**src/mam_pkg.sv**
```systemverilog
// Shared types, codes and decode helpers for the address latch mapper.
package mam_pkg;

    typedef enum logic [2:0] {
        FUNC_CPU_READ  = 3'd0,
        FUNC_CPU_WRITE = 3'd1,
        FUNC_PPU_READ  = 3'd2,
        FUNC_PPU_WRITE = 3'd3,
        FUNC_POWER_UP  = 3'd4
    } func_t;

    typedef enum logic [2:0] {
        TGT_OPEN      = 3'd0,
        TGT_PROG      = 3'd1,
        TGT_SCRATCH   = 3'd2,
        TGT_CHAR      = 3'd3,
        TGT_NAMETABLE = 3'd4,
        TGT_NONE      = 3'd5
    } target_t;

    localparam logic [15:0] SCRATCH_LO    = 16'h5800;
    localparam logic [15:0] SCRATCH_HI    = 16'h6000;
    localparam logic [15:0] PROG_BASE     = 16'h8000;
    localparam logic [15:0] POWER_LATCH   = 16'h8000;
    localparam int          ADDR_W        = 21;

    typedef struct packed {
        func_t       func;
        logic [15:0] addr;
        logic [7:0]  data;
    } request_t;

    typedef struct packed {
        target_t             target;
        logic [ADDR_W-1:0]   mapped;
        logic [7:0]          rdata;
        logic [7:0]          wdata;
    } result_t;

    typedef struct packed {
        logic       wide_mode;
        logic       mirror_select;
        logic [6:0] char_bank;
        logic [6:0] prog_bank;
    } bank_t;

    typedef logic [3:0][3:0] scratch_t;

    // Scratch window exists only on the large variant.
    function automatic logic in_scratch(input logic variant, input logic [15:0] a);
        in_scratch = variant && (a >= SCRATCH_LO) && (a < SCRATCH_HI);
    endfunction

    function automatic bank_t latch_decode(input logic variant, input logic [15:0] a);
        bank_t b;
        if (!variant)
        begin
            b.wide_mode     = (a[4:1] == 4'd0);
            b.char_bank     = {2'b00, a[4:0]};
            b.prog_bank     = {2'b00, a[4:0]};
            b.mirror_select = a[5];
        end
        else
        begin
            b.mirror_select = a[13];
            b.wide_mode     = !a[12];
            b.char_bank     = {a[14], a[5:0]};
            b.prog_bank     = {a[14], a[11:6]};
        end
        if (b.wide_mode)
        begin
            b.prog_bank = b.prog_bank >> 1;
        end
        latch_decode = b;
    endfunction

endpackage

```
**src/mam_bank_regs.sv**
```systemverilog
// Bank state and scratch registers, updated by latch writes and power-up.
module mam_bank_regs (
    input  logic              clk,
    input  logic              rst_n,
    input  logic              variant,
    input  logic              upd,
    input  mam_pkg::request_t req,
    output mam_pkg::bank_t    bank,
    output mam_pkg::scratch_t scratch
);

    mam_pkg::bank_t    bank_reg;
    mam_pkg::bank_t    bank_next;
    mam_pkg::scratch_t scratch_reg;
    mam_pkg::scratch_t scratch_next;

    always_comb
    begin
        bank_next    = bank_reg;
        scratch_next = scratch_reg;
        if (upd)
        begin
            case (req.func)
                mam_pkg::FUNC_CPU_WRITE:
                begin
                    if (mam_pkg::in_scratch(variant, req.addr))
                    begin
                        scratch_next[req.addr[1:0]] = req.data[3:0];
                    end
                    else if (req.addr >= mam_pkg::PROG_BASE)
                    begin
                        bank_next = mam_pkg::latch_decode(variant, req.addr);
                    end
                end
                mam_pkg::FUNC_POWER_UP:
                begin
                    bank_next    = mam_pkg::latch_decode(variant, mam_pkg::POWER_LATCH);
                    scratch_next = '0;
                end
                default:
                begin
                end
            endcase
        end
    end

    always_ff @(posedge clk or negedge rst_n)
    begin
        if (!rst_n)
        begin
            // decode of the power-up latch, same for both variants
            bank_reg.wide_mode     <= 1'b1;
            bank_reg.mirror_select <= 1'b0;
            bank_reg.char_bank     <= '0;
            bank_reg.prog_bank     <= '0;
            scratch_reg            <= '0;
        end
        else
        begin
            bank_reg    <= bank_next;
            scratch_reg <= scratch_next;
        end
    end

    assign bank    = bank_reg;
    assign scratch = scratch_reg;

endmodule

```
**src/mam_xlate.sv**
```systemverilog
// Address translation of one bus request against the current bank state.
module mam_xlate (
    input  logic              variant,
    input  mam_pkg::request_t req,
    input  mam_pkg::bank_t    bank,
    input  mam_pkg::scratch_t scratch,
    output mam_pkg::result_t  res
);

    logic [13:0] pa;

    assign pa = req.addr[13:0];

    always_comb
    begin
        res.target = mam_pkg::TGT_NONE;
        res.mapped = '0;
        res.rdata  = '0;
        res.wdata  = '0;
        case (req.func)
            mam_pkg::FUNC_CPU_READ:
            begin
                if (mam_pkg::in_scratch(variant, req.addr))
                begin
                    res.target = mam_pkg::TGT_SCRATCH;
                    res.mapped = {19'd0, req.addr[1:0]};
                    res.rdata  = {4'd0, scratch[req.addr[1:0]]};
                end
                else if (req.addr < mam_pkg::PROG_BASE)
                begin
                    res.target = mam_pkg::TGT_OPEN;
                    res.rdata  = req.data;
                end
                else
                begin
                    res.target = mam_pkg::TGT_PROG;
                    // wide mode bank fits in 6 bits after the shift
                    if (bank.wide_mode)
                        res.mapped = {bank.prog_bank[5:0], req.addr[14:0]};
                    else
                        res.mapped = {bank.prog_bank, req.addr[13:0]};
                end
            end
            mam_pkg::FUNC_CPU_WRITE:
            begin
                if (mam_pkg::in_scratch(variant, req.addr))
                begin
                    res.target = mam_pkg::TGT_SCRATCH;
                    res.mapped = {19'd0, req.addr[1:0]};
                end
            end
            mam_pkg::FUNC_PPU_READ, mam_pkg::FUNC_PPU_WRITE:
            begin
                if (pa[13])
                begin
                    res.target = mam_pkg::TGT_NAMETABLE;
                    res.mapped = {10'd0, (bank.mirror_select ? pa[11] : pa[10]), pa[9:0]};
                    if (req.func == mam_pkg::FUNC_PPU_WRITE)
                        res.wdata = req.data;
                end
                else if (req.func == mam_pkg::FUNC_PPU_READ)
                begin
                    res.target = mam_pkg::TGT_CHAR;
                    res.mapped = {1'b0, bank.char_bank, pa[12:0]};
                end
            end
            default:
            begin
            end
        endcase
    end

endmodule

```
**src/multicart_address_latch_mapper.sv**
```systemverilog
// Address latch multicart mapper: one bus request in, one translated result out.
// Each request is captured in an input register, translated combinationally against the
// current bank state, and held in a result register; a new request is taken every clock
// while the result side keeps up, so the rate is one request per cycle. The bank state
// and scratch registers update as the request leaves the input register, so the next
// request already sees them.
module multicart_address_latch_mapper (
    input  logic        clk,
    input  logic        rst_n,
    input  logic        cfg_we,
    input  logic        cfg_wdata,     // variant
    input  logic        s_tvalid,
    output logic        s_tready,
    input  logic [23:0] s_tdata,       // [15:0] bus_address, [23:16] bus_data
    input  logic [2:0]  s_tuser,       // [2:0] func
    output logic        m_tvalid,
    input  logic        m_tready,
    output logic [39:0] m_tdata,       // [20:0] mapped_address, [28:21] read_data,
                                       // [36:29] write_data, [39:37] zero
    output logic [2:0]  m_tuser        // [2:0] target
);

    logic              variant_reg;
    logic              variant_next;
    logic              in_valid_reg;
    logic              in_valid_next;
    mam_pkg::request_t in_req_reg;
    mam_pkg::request_t in_req_next;
    logic              out_valid_reg;
    logic              out_valid_next;
    mam_pkg::result_t  out_res_reg;
    mam_pkg::result_t  out_res_next;

    logic              advance;
    mam_pkg::bank_t    bank;
    mam_pkg::scratch_t scratch;
    mam_pkg::result_t  res;

    assign advance  = in_valid_reg && (!out_valid_reg || m_tready);
    assign s_tready = !in_valid_reg || advance;

    always_comb
    begin
        variant_next   = cfg_we ? cfg_wdata : variant_reg;
        in_valid_next  = in_valid_reg;
        in_req_next    = in_req_reg;
        out_valid_next = out_valid_reg;
        out_res_next   = out_res_reg;
        if (out_valid_reg && m_tready)
            out_valid_next = 1'b0;
        if (advance)
        begin
            out_valid_next = 1'b1;
            out_res_next   = res;
            in_valid_next  = 1'b0;
        end
        if (s_tvalid && s_tready)
        begin
            in_valid_next    = 1'b1;
            in_req_next.func = mam_pkg::func_t'(s_tuser);
            in_req_next.addr = s_tdata[15:0];
            in_req_next.data = s_tdata[23:16];
        end
    end

    always_ff @(posedge clk or negedge rst_n)
    begin
        if (!rst_n)
        begin
            variant_reg   <= 1'b0;
            in_valid_reg  <= 1'b0;
            out_valid_reg <= 1'b0;
        end
        else
        begin
            variant_reg   <= variant_next;
            in_valid_reg  <= in_valid_next;
            out_valid_reg <= out_valid_next;
        end
    end

    always_ff @(posedge clk)
    begin
        in_req_reg  <= in_req_next;
        out_res_reg <= out_res_next;
    end

    mam_bank_regs u_bank_regs (
        .clk     (clk),
        .rst_n   (rst_n),
        .variant (variant_reg),
        .upd     (advance),
        .req     (in_req_reg),
        .bank    (bank),
        .scratch (scratch)
    );

    mam_xlate u_xlate (
        .variant (variant_reg),
        .req     (in_req_reg),
        .bank    (bank),
        .scratch (scratch),
        .res     (res)
    );

    assign m_tvalid = out_valid_reg;
    assign m_tuser  = out_res_reg.target;
    assign m_tdata  = {3'd0, out_res_reg.wdata, out_res_reg.rdata, out_res_reg.mapped};

endmodule

```
**config.mk**
```make
export PLATFORM = sky130hd
export DESIGN_NAME = multicart_address_latch_mapper
export DESIGN_NICKNAME = d
export VERILOG_FILES = /design/src/mam_pkg.sv /design/src/mam_bank_regs.sv /design/src/mam_xlate.sv /design/src/multicart_address_latch_mapper.sv
export SDC_FILE = /design/constraint.sdc
export NUM_CORES = 1
export LEC_CHECK = 0
export BUFFER_PORTS_ARGS = -buffer_cell sky130_fd_sc_hd__clkbuf_2
export CAP_MARGIN = 0
export CORE_AREA = 2 2 97 99
export DETAILED_ROUTE_END_ITERATION = 6
export DIE_AREA = 0 0 99 101
export HOLD_SLACK_MARGIN = 0.15
export PLACE_DENSITY = 0.76
export SYNTH_ARGS = -nofsm -noshare
export SYNTH_HDL_FRONTEND = slang
export SYNTH_SLANG_ARGS = --single-unit
```
**constraint.sdc**
```tcl
create_clock -name clk -period 1.9 [get_ports clk]
set_clock_uncertainty 0.15 [all_clocks]
set_input_delay 0.095 -clock clk [delete_from_list [all_inputs] [get_ports clk]]
set_output_delay 0.095 -clock clk [all_outputs]
set_load 0.05 [all_outputs]
```
==> results of run 1 <==
==> placed cells by master, fill, tap and decap left out, types with 2 or more instances in the layout <==
cell type and instances:
mux4_2 4, clkinv_4 4, and3_1 8, mux2_2 4, or3_4 4, a32o_1 2
inv_1 2, nand4_1 2, conb_1 3, nand3b_1 7, mux2i_1 28, edfxtp_1 67
a221oi_1 2, o211ai_1 4, nor3b_1 2, nor3_1 3, nand3_1 5, a21oi_1 9
dlygate4sd3_1 36, o21ai_0 21, and2_1 14, nand2_1 60, o31ai_1 3, nor2b_1 5
clkbuf_8 9, dfrtp_1 33, clkbuf_2 74, nand2b_1 3, buf_4 29, nor2_1 9
==> how the worst max path moves through the flow <==
stage	startpoint	to	cells past startpoint
finish	in_req_reg[24]	m_tdata[25]	4
global route	in_req_reg[26]	u_bank_regs.scratch[13]	5
CTS	in_req_reg[24]	m_tdata[25]	3
detailed placement	in_req_reg[24]	m_tdata[28]	3
global placement	in_req_reg[25]	m_tdata[25]	3
floorplan	in_req_reg[20]	u_bank_regs.scratch[0]	7
==> cell type report <==
cell class,instances,share of cell area
Clock buffer,9,0.0221
Clock inverter,7,0.0150
Inverter,2,0.00134
Multi-Input combinational cell,214,0.248
Sequential cell,102,0.516
Tap cell,111,0.0248
Timing Repair Buffer,140,0.173
==> routing by layer <==
layer  global-route usage  up-vias  part of all wire
li1                     -     1479                 -
met2                0.298      111              0.48
met5                    0        -                 0
met4               0.0969        0             0.022
met3               0.0250       12             0.054
met1                0.278     1460              0.44
==> worst register-to-register path, cell delays in order (launching register included) <==
cell,delay (ps)
edfxtp_1,500
buf_4,200
or3_1,480
nor3_4,210
and2_1,150
==> per-stage QoR <==
| stage | hold slack (ps) | utilization |
|---|---|---|
| 6_report | 283 | 0.624 |
| 3_3_place_gp | -30.7 | 0.554 |
| 5_1_grt | 280 | 0.624 |
| 3_5_place_dp | -17.9 | 0.554 |
| 2_1_floorplan | -351 | - |
| 4_1_cts | 273 | 0.616 |
==> power by group through the flow <==
stage / registers, uW / logic (uW) / clock network, uW
after floorplan: 2950 / 342 / 0
after global placement: 2780 / 731 / 0
after detailed placement: 2790 / 747 / 0
after CTS: 2740 / 807 / 1440
after global routing: 2760 / 891 / 1530
final: 2740 / 822 / 1400
==> kinds of logic after synthesis <==
kind of cell | after synthesis | synth area share
other | 1 | 0.000852
AND/OR/NAND/NOR | 131 | 0.154
AO/OA/AOI/OAI | 44 | 0.0603
flip-flops | 102 | 0.657
multiplexers | 36 | 0.0944
buffers and inverters | 26 | 0.0341
==> repair_timing <==
item / CTS / global route
buffers inserted: 0 / 6
endpoints found under the setup margin: 0 / 22
hold buffers: 35 / 2
resized for setup: 0 / 3
endpoints found under the hold margin: 91 / 2
==> impl_metrics.json, run 1 <==
{
  "cp-start-kind": "flip-flop",
  "end_kind": "flip-flop",
  "max_freq_mhz": 553,
  "hold_class": "in -> reg",
  "dr.pass1.iters": 4,
  "final-max-slew-violation-count": 0,
  "drt_iter0_markers": 177,
  "seqPwrFrac": 0.552,
  "layout-drive-gt1-share": 0.295,
  "cts_tree": "built",
  "whs_path_depth": 2,
  "synth_top_cells_by_count": "edfxtp_1, nand2_1, dfrtp_1, mux2i_1, o21ai_0",
  "antenna_found_initial": 0,
  "critPathArrivalTime_ps": 1900,
  "status": "finished clean",
  "pwr-share-comb": 0.166,
  "cts_buffer_depth": 2,
  "grt_pass1_vias": 2992,
  "pwr-share-clk": 0.282,
  "slew_headroom": 0.447,
  "timing.rr.start": "in_req_reg[24]",
  "synth_top_cell_area_share": 0.457,
  "io_buffer_count": 74,
  "seq_area_mm2": 0.00289,
  "netlist_area_mm2": 0.00440,
  "synth_edf_count": 67,
  "max_stage_delay_ps": 500,
  "setup_viol": 0,
  "p_sw_uw": 1440,
  "fin_nets": 502,
  "drc_errors": 0,
  "dp_cells": 527,
  "crit_fanout": 6,
  "ys_seq_area_frac": 0.657,
  "ant_nets": 0,
  "synth_most_common_cell": "edfxtp_1",
  "multi_input_area_mm2": 0.00139,
  "htreeDepth": 3,
  "grt.total_usage": 0.195,
  "ios": 78,
  "pwr_density_cell_mw_per_mm2": 885,
  "grt_pass1_wl_um": 15000,
  "cts_root_buffer": "clkbuf_8",
  "irDropWorstVdd_mv": 0.473,
  "cts_made_buffers": 9,
  "layout_setup_ws_ps": 90.7,
  "synth_cell_type_count": 39,
  "grt_max_degree": 33,
  "leakage_uw": 0.00242,
  "place_ws_ps": 27.0,
  "core_mm2": 0.00898,
  "crit_buf_inv": 1,
  "criticalPathCategory": "reg -> reg",
  "synthCells": 340,
  "grt_overflow": 0,
  "hold_start": "s_tdata[4]",
  "placed_cell_area_mm2": 0.00497,
  "initial_core_util": 0.490,
  "cp_cell_sequence": "buf_4 -> or3_1 -> nor3_4 -> and2_1",
  "r2r_end": "m_tdata[25]",
  "period_share": 0.952,
  "p_int_uw": 3520,
  "synthTopCellsByArea": "edfxtp_1, dfrtp_1, mux2i_1, nand2_1, o21ai_0",
  "period_needed_ps": 1810,
  "synth_top_area_cell": "edfxtp_1",
  "ys_ff_latch": 102,
  "fillCellCount": 677,
  "die_h_um": 101,
  "slowest_stage": "edfxtp_1",
  "reg2reg_depth": 4,
  "maxCapViolCount": 0,
  "cts.reportedPaths.clkPinSlew_ps": 100,
  "cts_num_sinks": 102,
  "routedWlPerCell_um": 16.1,
  "design.die.area_mm2": 0.0100,
  "vias_per_cell": 5.23,
  "tns_ps": 0,
  "critPathRequiredTime_ps": 1990,
  "area_delta_synth_final_pct": 27.3,
  "swShare": 0.290,
  "ys_async_sr_fraction": 0.343,
  "synth-main-ff-cell": "edfxtp_1",
  "place.gp.congestion": 0.794,
  "final-hold-violation-count": 0,
  "largest_reg_flops": 37,
  "finalNonFillerCells": 585,
  "dp_hpwl_um": 6430,
  "rows": 35,
  "num_vias": 3062,
  "p_total_uw": 4960,
  "clk_latency_ps": 360,
  "critPathTopFamily": "simple AND/OR/NAND/NOR gates",
  "yosys_warnings": 0,
  "min_to": "in_req_reg[12]",
  "design_area_mm2": 0.00560,
  "post_synth.cell_area_avg_um2": 12.9,
  "die_x_um": 99,
  "tightest_slew_ps": 827,
  "num_antenna_cells": 0,
  "reg2reg_slack_ps": 90,
  "routed_wirelength_um": 9400
}
Power figures use the tool's default switching activity.
==> run 2, diff against run 1 <==
--- a/config.mk
+++ b/config.mk
@@ -7,11 +7,11 @@
 export LEC_CHECK = 0
 export BUFFER_PORTS_ARGS = -buffer_cell sky130_fd_sc_hd__clkbuf_2
 export CAP_MARGIN = 0
-export CORE_AREA = 2 2 97 99
+export CORE_AREA = 2 2 83 117
 export DETAILED_ROUTE_END_ITERATION = 6
-export DIE_AREA = 0 0 99 101
+export DIE_AREA = 0 0 85 119
 export HOLD_SLACK_MARGIN = 0.15
-export PLACE_DENSITY = 0.76
+export PLACE_DENSITY = 0.75
 export SYNTH_ARGS = -nofsm -noshare
 export SYNTH_HDL_FRONTEND = slang
 export SYNTH_SLANG_ARGS = --single-unit
==> run 2 against run 1 <==
Net effect: via count shrank 0.29%; wire length shrank 1.4%; die area grew 1.2%; total power grew 9.2%; first-iteration DRC count grew 38%; global-route usage is essentially flat; final cell count shrank 1.2%; hold slack lost 100 ps; setup slack lost 1.5 ps; critical path depth grew 1; register-to-register slack is essentially flat; clock-buffer cell count is the same; largest cell class unchanged.
==> impl_metrics.json, run 2 (synthesized netlist as in run 1, its figures left out) <==
{
  "crit_fanout": 12,
  "slowest_stage": "edfxtp_1",
  "cp-start-kind": "flip-flop",
  "dr.pass1.iters": 4,
  "core_mm2": 0.00920,
  "layout-drive-gt1-share": 0.293,
  "antenna_found_initial": 0,
  "maxCapViolCount": 0,
  "place.gp.congestion": 0.834,
  "critPathArrivalTime_ps": 1870,
  "htreeDepth": 3,
  "grt.total_usage": 0.195,
  "routedWlPerCell_um": 16.0,
  "p_int_uw": 3920,
  "area_delta_synth_final_pct": 28.6,
  "drt_iter0_markers": 245,
  "worst_path_most_repeated_cell": "buf_4",
  "cts_num_sinks": 102,
  "fin_nets": 496,
  "tns_ps": 0,
  "leakage_uw": 0.00245,
  "critPathRequiredTime_ps": 1960,
  "cp_cell_sequence": "buf_4 -> buf_4 -> or2_2 -> mux2_2 -> nor2_1",
  "ant_nets": 0,
  "seqPwrFrac": 0.505,
  "criticalPathCategory": "reg -> reg",
  "cts_tree": "built",
  "swShare": 0.276,
  "rsz0062_at_grt": "no",
  "die_h_um": 119,
  "p_sw_uw": 1490,
  "pwr-share-comb": 0.151,
  "num_antenna_cells": 0,
  "clk_latency_ps": 350,
  "io_buffer_count": 74,
  "tightest_slew_ps": 703,
  "pwr_density_cell_mw_per_mm2": 958,
  "setup_viol": 0,
  "rows": 42,
  "die_x_um": 85,
  "vias_per_cell": 5.28,
  "grt_overflow": 0,
  "cts_root_buffer": "clkbuf_16",
  "dp_cells": 525,
  "num_vias": 3053,
  "design.die.area_mm2": 0.0101,
  "drc_errors": 0,
  "layout.cells.most_common": "clkbuf_2",
  "final_cell_mix": "clkbuf_2, edfxtp_1, nand2_1",
  "end_kind": "flip-flop",
  "critPathTopFamily": "flip-flops",
  "dp_hpwl_um": 6460,
  "slew_headroom": 0.530,
  "irDropWorstVdd_mv": 0.543,
  "max_freq_mhz": 552,
  "status": "finished clean",
  "period_needed_ps": 1810,
  "hold_class": "in -> async",
  "cts_made_buffers": 9,
  "cts_buffer_depth": 2,
  "grt_max_degree": 41,
  "grt_pass1_vias": 3107,
  "period_share": 0.953,
  "cts.reportedPaths.clkPinSlew_ps": 70,
  "finalNonFillerCells": 578,
  "ios": 78,
  "crit_buf_inv": 2,
  "grt_pass1_wl_um": 15200,
  "final-max-slew-violation-count": 0,
  "routed_wirelength_um": 9260,
  "final-hold-violation-count": 0,
  "pwr-share-clk": 0.344,
  "initial_core_util": 0.479,
  "max_stage_delay_ps": 520,
  "largest_reg_flops": 37
}
run 2: path summary, 6_finish.rpt:
kind | from | end | slack (ps) | cells after the start
setup / recovery | in_req_reg[24] | m_tuser[1] | 90 | 5
hold reg to reg | u_bank_regs.bank[6] | u_bank_regs.bank[6] | 340 | 2
min in group clk | s_tdata[10] | in_req_reg[18] | 310 | 2
hold / removal | rst_n | u_bank_regs.scratch[0] | 180 | 3
max in group asynchronous | rst_n | u_bank_regs.bank[8] | 280 | 3
setup reg to reg | in_req_reg[24] | m_tuser[1] | 90 | 5
run 2: worst reg2reg max path, stage by stage, from the launching register on:
cell	delay, ps
edfxtp_1	520
buf_4	200
buf_4	160
or2_2	290
mux2_2	270
nor2_1	80
run 2: cell type report:
type,instances,area (um^2)
clock buffers,9,225
clock inverters,7,81.3
fillers,736,3540
inverters,2,7.51
multi-input cells,214,1390
flip-flops and latches,102,2890
well taps,110,138
repair buffers,134,931
run 2: layer usage:
layer	part of all wire	GRT usage	routed length (um)
met5	0	0	0
met4	0.023	0.0823	211
met3	0.044	0.0437	411
met2	0.53	0.333	4900
met1	0.40	0.236	3730
run 2: power groups by stage:
stage	sequential [uW]	clock, uW	combinational, uW
floorplan	2950	0	342
global placement	2770	0	731
detailed placement	2780	0	752
CTS	2740	1900	816
global route	2760	1990	886
finish	2740	1860	817
run 2: timing repair:
action                     4_1_cts  5_1_grt
hold buffers                    34        0
setup endpoints to repair        0       16
buffers inserted                 0        3
resized for setup                0        3
hold endpoints to repair        88        0
run 2: metrics by stage:
stage | hold slack (ps) | util | instance area (um^2) | worst slack (ps) | power (uW)
global placement | -75.9 | 0.541 | 4980 | 139 | 3500
finish | 179 | 0.615 | 5660 | 89.1 | 5420
global route | 194 | 0.615 | 5660 | 3.89 | 5640
floorplan | -351 | - | 4410 | 0.808 | 3290
detailed placement | -65.7 | 0.541 | 4980 | 95.5 | 3540
CTS | 159 | 0.611 | 5620 | 71.4 | 5460
==> run 3, diff against run 2 <==
--- a/config.mk
+++ b/config.mk
@@ -5,12 +5,14 @@
 export SDC_FILE = /design/constraint.sdc
 export NUM_CORES = 1
 export LEC_CHECK = 0
+export ABC_AREA = 1
 export BUFFER_PORTS_ARGS = -buffer_cell sky130_fd_sc_hd__clkbuf_2
 export CAP_MARGIN = 0
-export CORE_AREA = 2 2 83 117
+export CORE_AREA = 2 2 82 116
 export DETAILED_ROUTE_END_ITERATION = 6
-export DIE_AREA = 0 0 85 119
+export DIE_AREA = 0 0 84 118
 export HOLD_SLACK_MARGIN = 0.15
+export MAX_ROUTING_LAYER = met4
 export PLACE_DENSITY = 0.75
 export SYNTH_ARGS = -nofsm -noshare
 export SYNTH_HDL_FRONTEND = slang
==> run 3 against run 2 <==
Net effect: maximum frequency increased by 3.3%; largest cell class unchanged; first-iteration DRC count decreased by 0.41%; register-to-register slack improved by 60 ps; critical endpoint is now m_tdata[0].
==> impl_metrics.json, run 3 <==
{
  "worst_path_most_repeated_cell": "nor2_1",
  "final_cell_mix": "nand2_1, clkbuf_2, edfxtp_1",
  "clk_latency_ps": 350,
  "die_x_um": 84,
  "fillCellCount": 698,
  "io_buffer_count": 74,
  "fin_nets": 567,
  "yosys_warnings": 0,
  "status": "finished clean",
  "pwr_density_cell_mw_per_mm2": 1100,
  "hold_class": "in -> async",
  "slowest_stage": "edfxtp_1",
  "rows": 41,
  "cts_buffer_depth": 2,
  "largest_reg_flops": 37,
  "placed_cell_area_mm2": 0.00491,
  "dr.pass1.iters": 7,
  "place.gp.congestion": 0.920,
  "drc_errors": 0,
  "routedWlPerCell_um": 15.0,
  "critPathTopFamily": "simple AND/OR/NAND/NOR gates",
  "routed_wirelength_um": 9690,
  "synth_edf_count": 67,
  "synth-main-ff-cell": "edfxtp_1",
  "layout-drive-gt1-share": 0.232,
  "period_share": 0.923,
  "tns_ps": 0,
  "ant_nets": 0,
  "synth_top_area_cell": "edfxtp_1",
  "setup_viol": 0,
  "multi_input_area_mm2": 0.00121,
  "crit_buf_inv": 1,
  "post_synth.cell_area_avg_um2": 10.5,
  "synth_most_common_cell": "nand2_1",
  "synthTopCellsByArea": "edfxtp_1, dfrtp_1, nand2_1, inv_1, nor2_1",
  "dp_hpwl_um": 6790,
  "initial_core_util": 0.489,
  "reg2reg_slack_ps": 150,
  "ios": 78,
  "design.die.area_mm2": 0.00991,
  "netlist_area_mm2": 0.00434,
  "cts_root_buffer": "clkbuf_16",
  "slew_headroom": 0.666,
  "cts_num_sinks": 102,
  "ys_ff_latch": 102,
  "end_kind": "flip-flop",
  "antenna_found_initial": 0,
  "grt.total_usage": 0.212,
  "cts.reportedPaths.clkPinSlew_ps": 70,
  "synth_top_cells_by_count": "nand2_1, edfxtp_1, inv_1, nor2_1, dfrtp_1",
  "synthCells": 414,
  "synth_top_cell_area_share": 0.463,
  "grt_pass1_wl_um": 15900,
  "design_area_mm2": 0.00557,
  "max_freq_mhz": 570,
  "cts_tree": "built",
  "drt_iter0_markers": 244,
  "final-max-slew-violation-count": 0,
  "num_vias": 3356,
  "cp-start-kind": "flip-flop",
  "leakage_uw": 0.00255,
  "die_h_um": 118,
  "seq_area_mm2": 0.00289,
  "num_antenna_cells": 0,
  "period_needed_ps": 1750,
  "critPathRequiredTime_ps": 1950,
  "area_delta_synth_final_pct": 28.3,
  "irDropWorstVdd_mv": 0.652,
  "core_mm2": 0.00887,
  "vias_per_cell": 5.20,
  "crit_fanout": 5,
  "final-hold-violation-count": 0,
  "grt_max_degree": 34,
  "rsz0062_at_grt": "no",
  "cts_made_buffers": 9,
  "tightest_slew_ps": 501,
  "maxCapViolCount": 0,
  "synth_cell_type_count": 28,
  "htreeDepth": 3,
  "grt_overflow": 0,
  "max_stage_delay_ps": 450,
  "ys_async_sr_fraction": 0.343,
  "grt_pass1_vias": 3396,
  "layout.cells.most_common": "nand2_1",
  "cp_cell_sequence": "inv_1 -> nand2_1 -> nor2_1 -> nand2_1 -> nor2_1 -> nor2_1 -> a21oi_1",
  "criticalPathCategory": "reg -> reg",
  "critPathArrivalTime_ps": 1810,
  "ys_seq_area_frac": 0.665
}
-- run 3: power by group --
| group | internal, uW | switching [uW] | total (uW) |
|---|---|---|---|
| logic | 378 | 824 | 1200 |
| clock network | 1150 | 803 | 1960 |
| registers | 2750 | 206 | 2950 |
-- run 3: area by class of cell --
type / instances / share of cell area
flip-flops and latches: 102 / 0.519
clock inverters: 6 / 0.0153
clock buffers: 10 / 0.0411
well taps: 107 / 0.0240
repair buffers: 124 / 0.151
multi-input cells: 251 / 0.218
inverters: 46 / 0.0317
-- run 3: worst paths after layout --
| check | start | endpoint | depth (start not counted) |
|---|---|---|---|
| max | in_req_reg[23] | m_tdata[0] | 7 |
| min | rst_n | u_bank_regs.scratch[4] | 2 |
| max reg2reg | in_req_reg[23] | m_tdata[0] | 7 |
| min reg2reg | u_bank_regs.scratch[1] | u_bank_regs.scratch[1] | 2 |
| max in group asynchronous | rst_n | u_bank_regs.bank[15] | 4 |
| min in group clk | s_tdata[7] | in_req_reg[15] | 2 |
-- run 3: cells by family (layout without fill, tap and decap cells) --
group                  Yosys count  count (layout)  synth area share
other                            1               3          0.000864
AND/OR/NAND/NOR                195             195             0.196
flip-flops                     102             102             0.665
AO/OA/AOI/OAI                   46              46            0.0582
buffers and inverters           63             186            0.0631
multiplexers                     7               7            0.0164
-- run 3: what timing repair did --
item                                    in CTS  in global routing
endpoints found under the setup margin       0                 21
buffers inserted                             0                  0
hold endpoints to repair                    64                  0
gates resized for setup                      0                  3
hold buffers                                35                  0
-- run 3: per-stage QoR --
step	hold WS [ps]	setup WS, ps	instances	total power (uW)	util
after floorplan	-351	40.4	416	3800	-
after global placement	-66.9	227	596	4090	0.553
after detailed placement	-61.3	159	596	4130	0.553
after CTS	291	116	647	6130	0.628
final	109	147	646	6110	0.628
after global routing	151	26.0	646	6370	0.628
-- run 3: layer usage --
metal | track usage | part of all wire | up-vias
met5 | - | 0 | -
met4 | 0.0938 | 0.023 | 0
met3 | 0.0512 | 0.048 | 22
met2 | 0.357 | 0.54 | 111
met1 | 0.238 | 0.38 | 1591
li1 | - | - | 1632
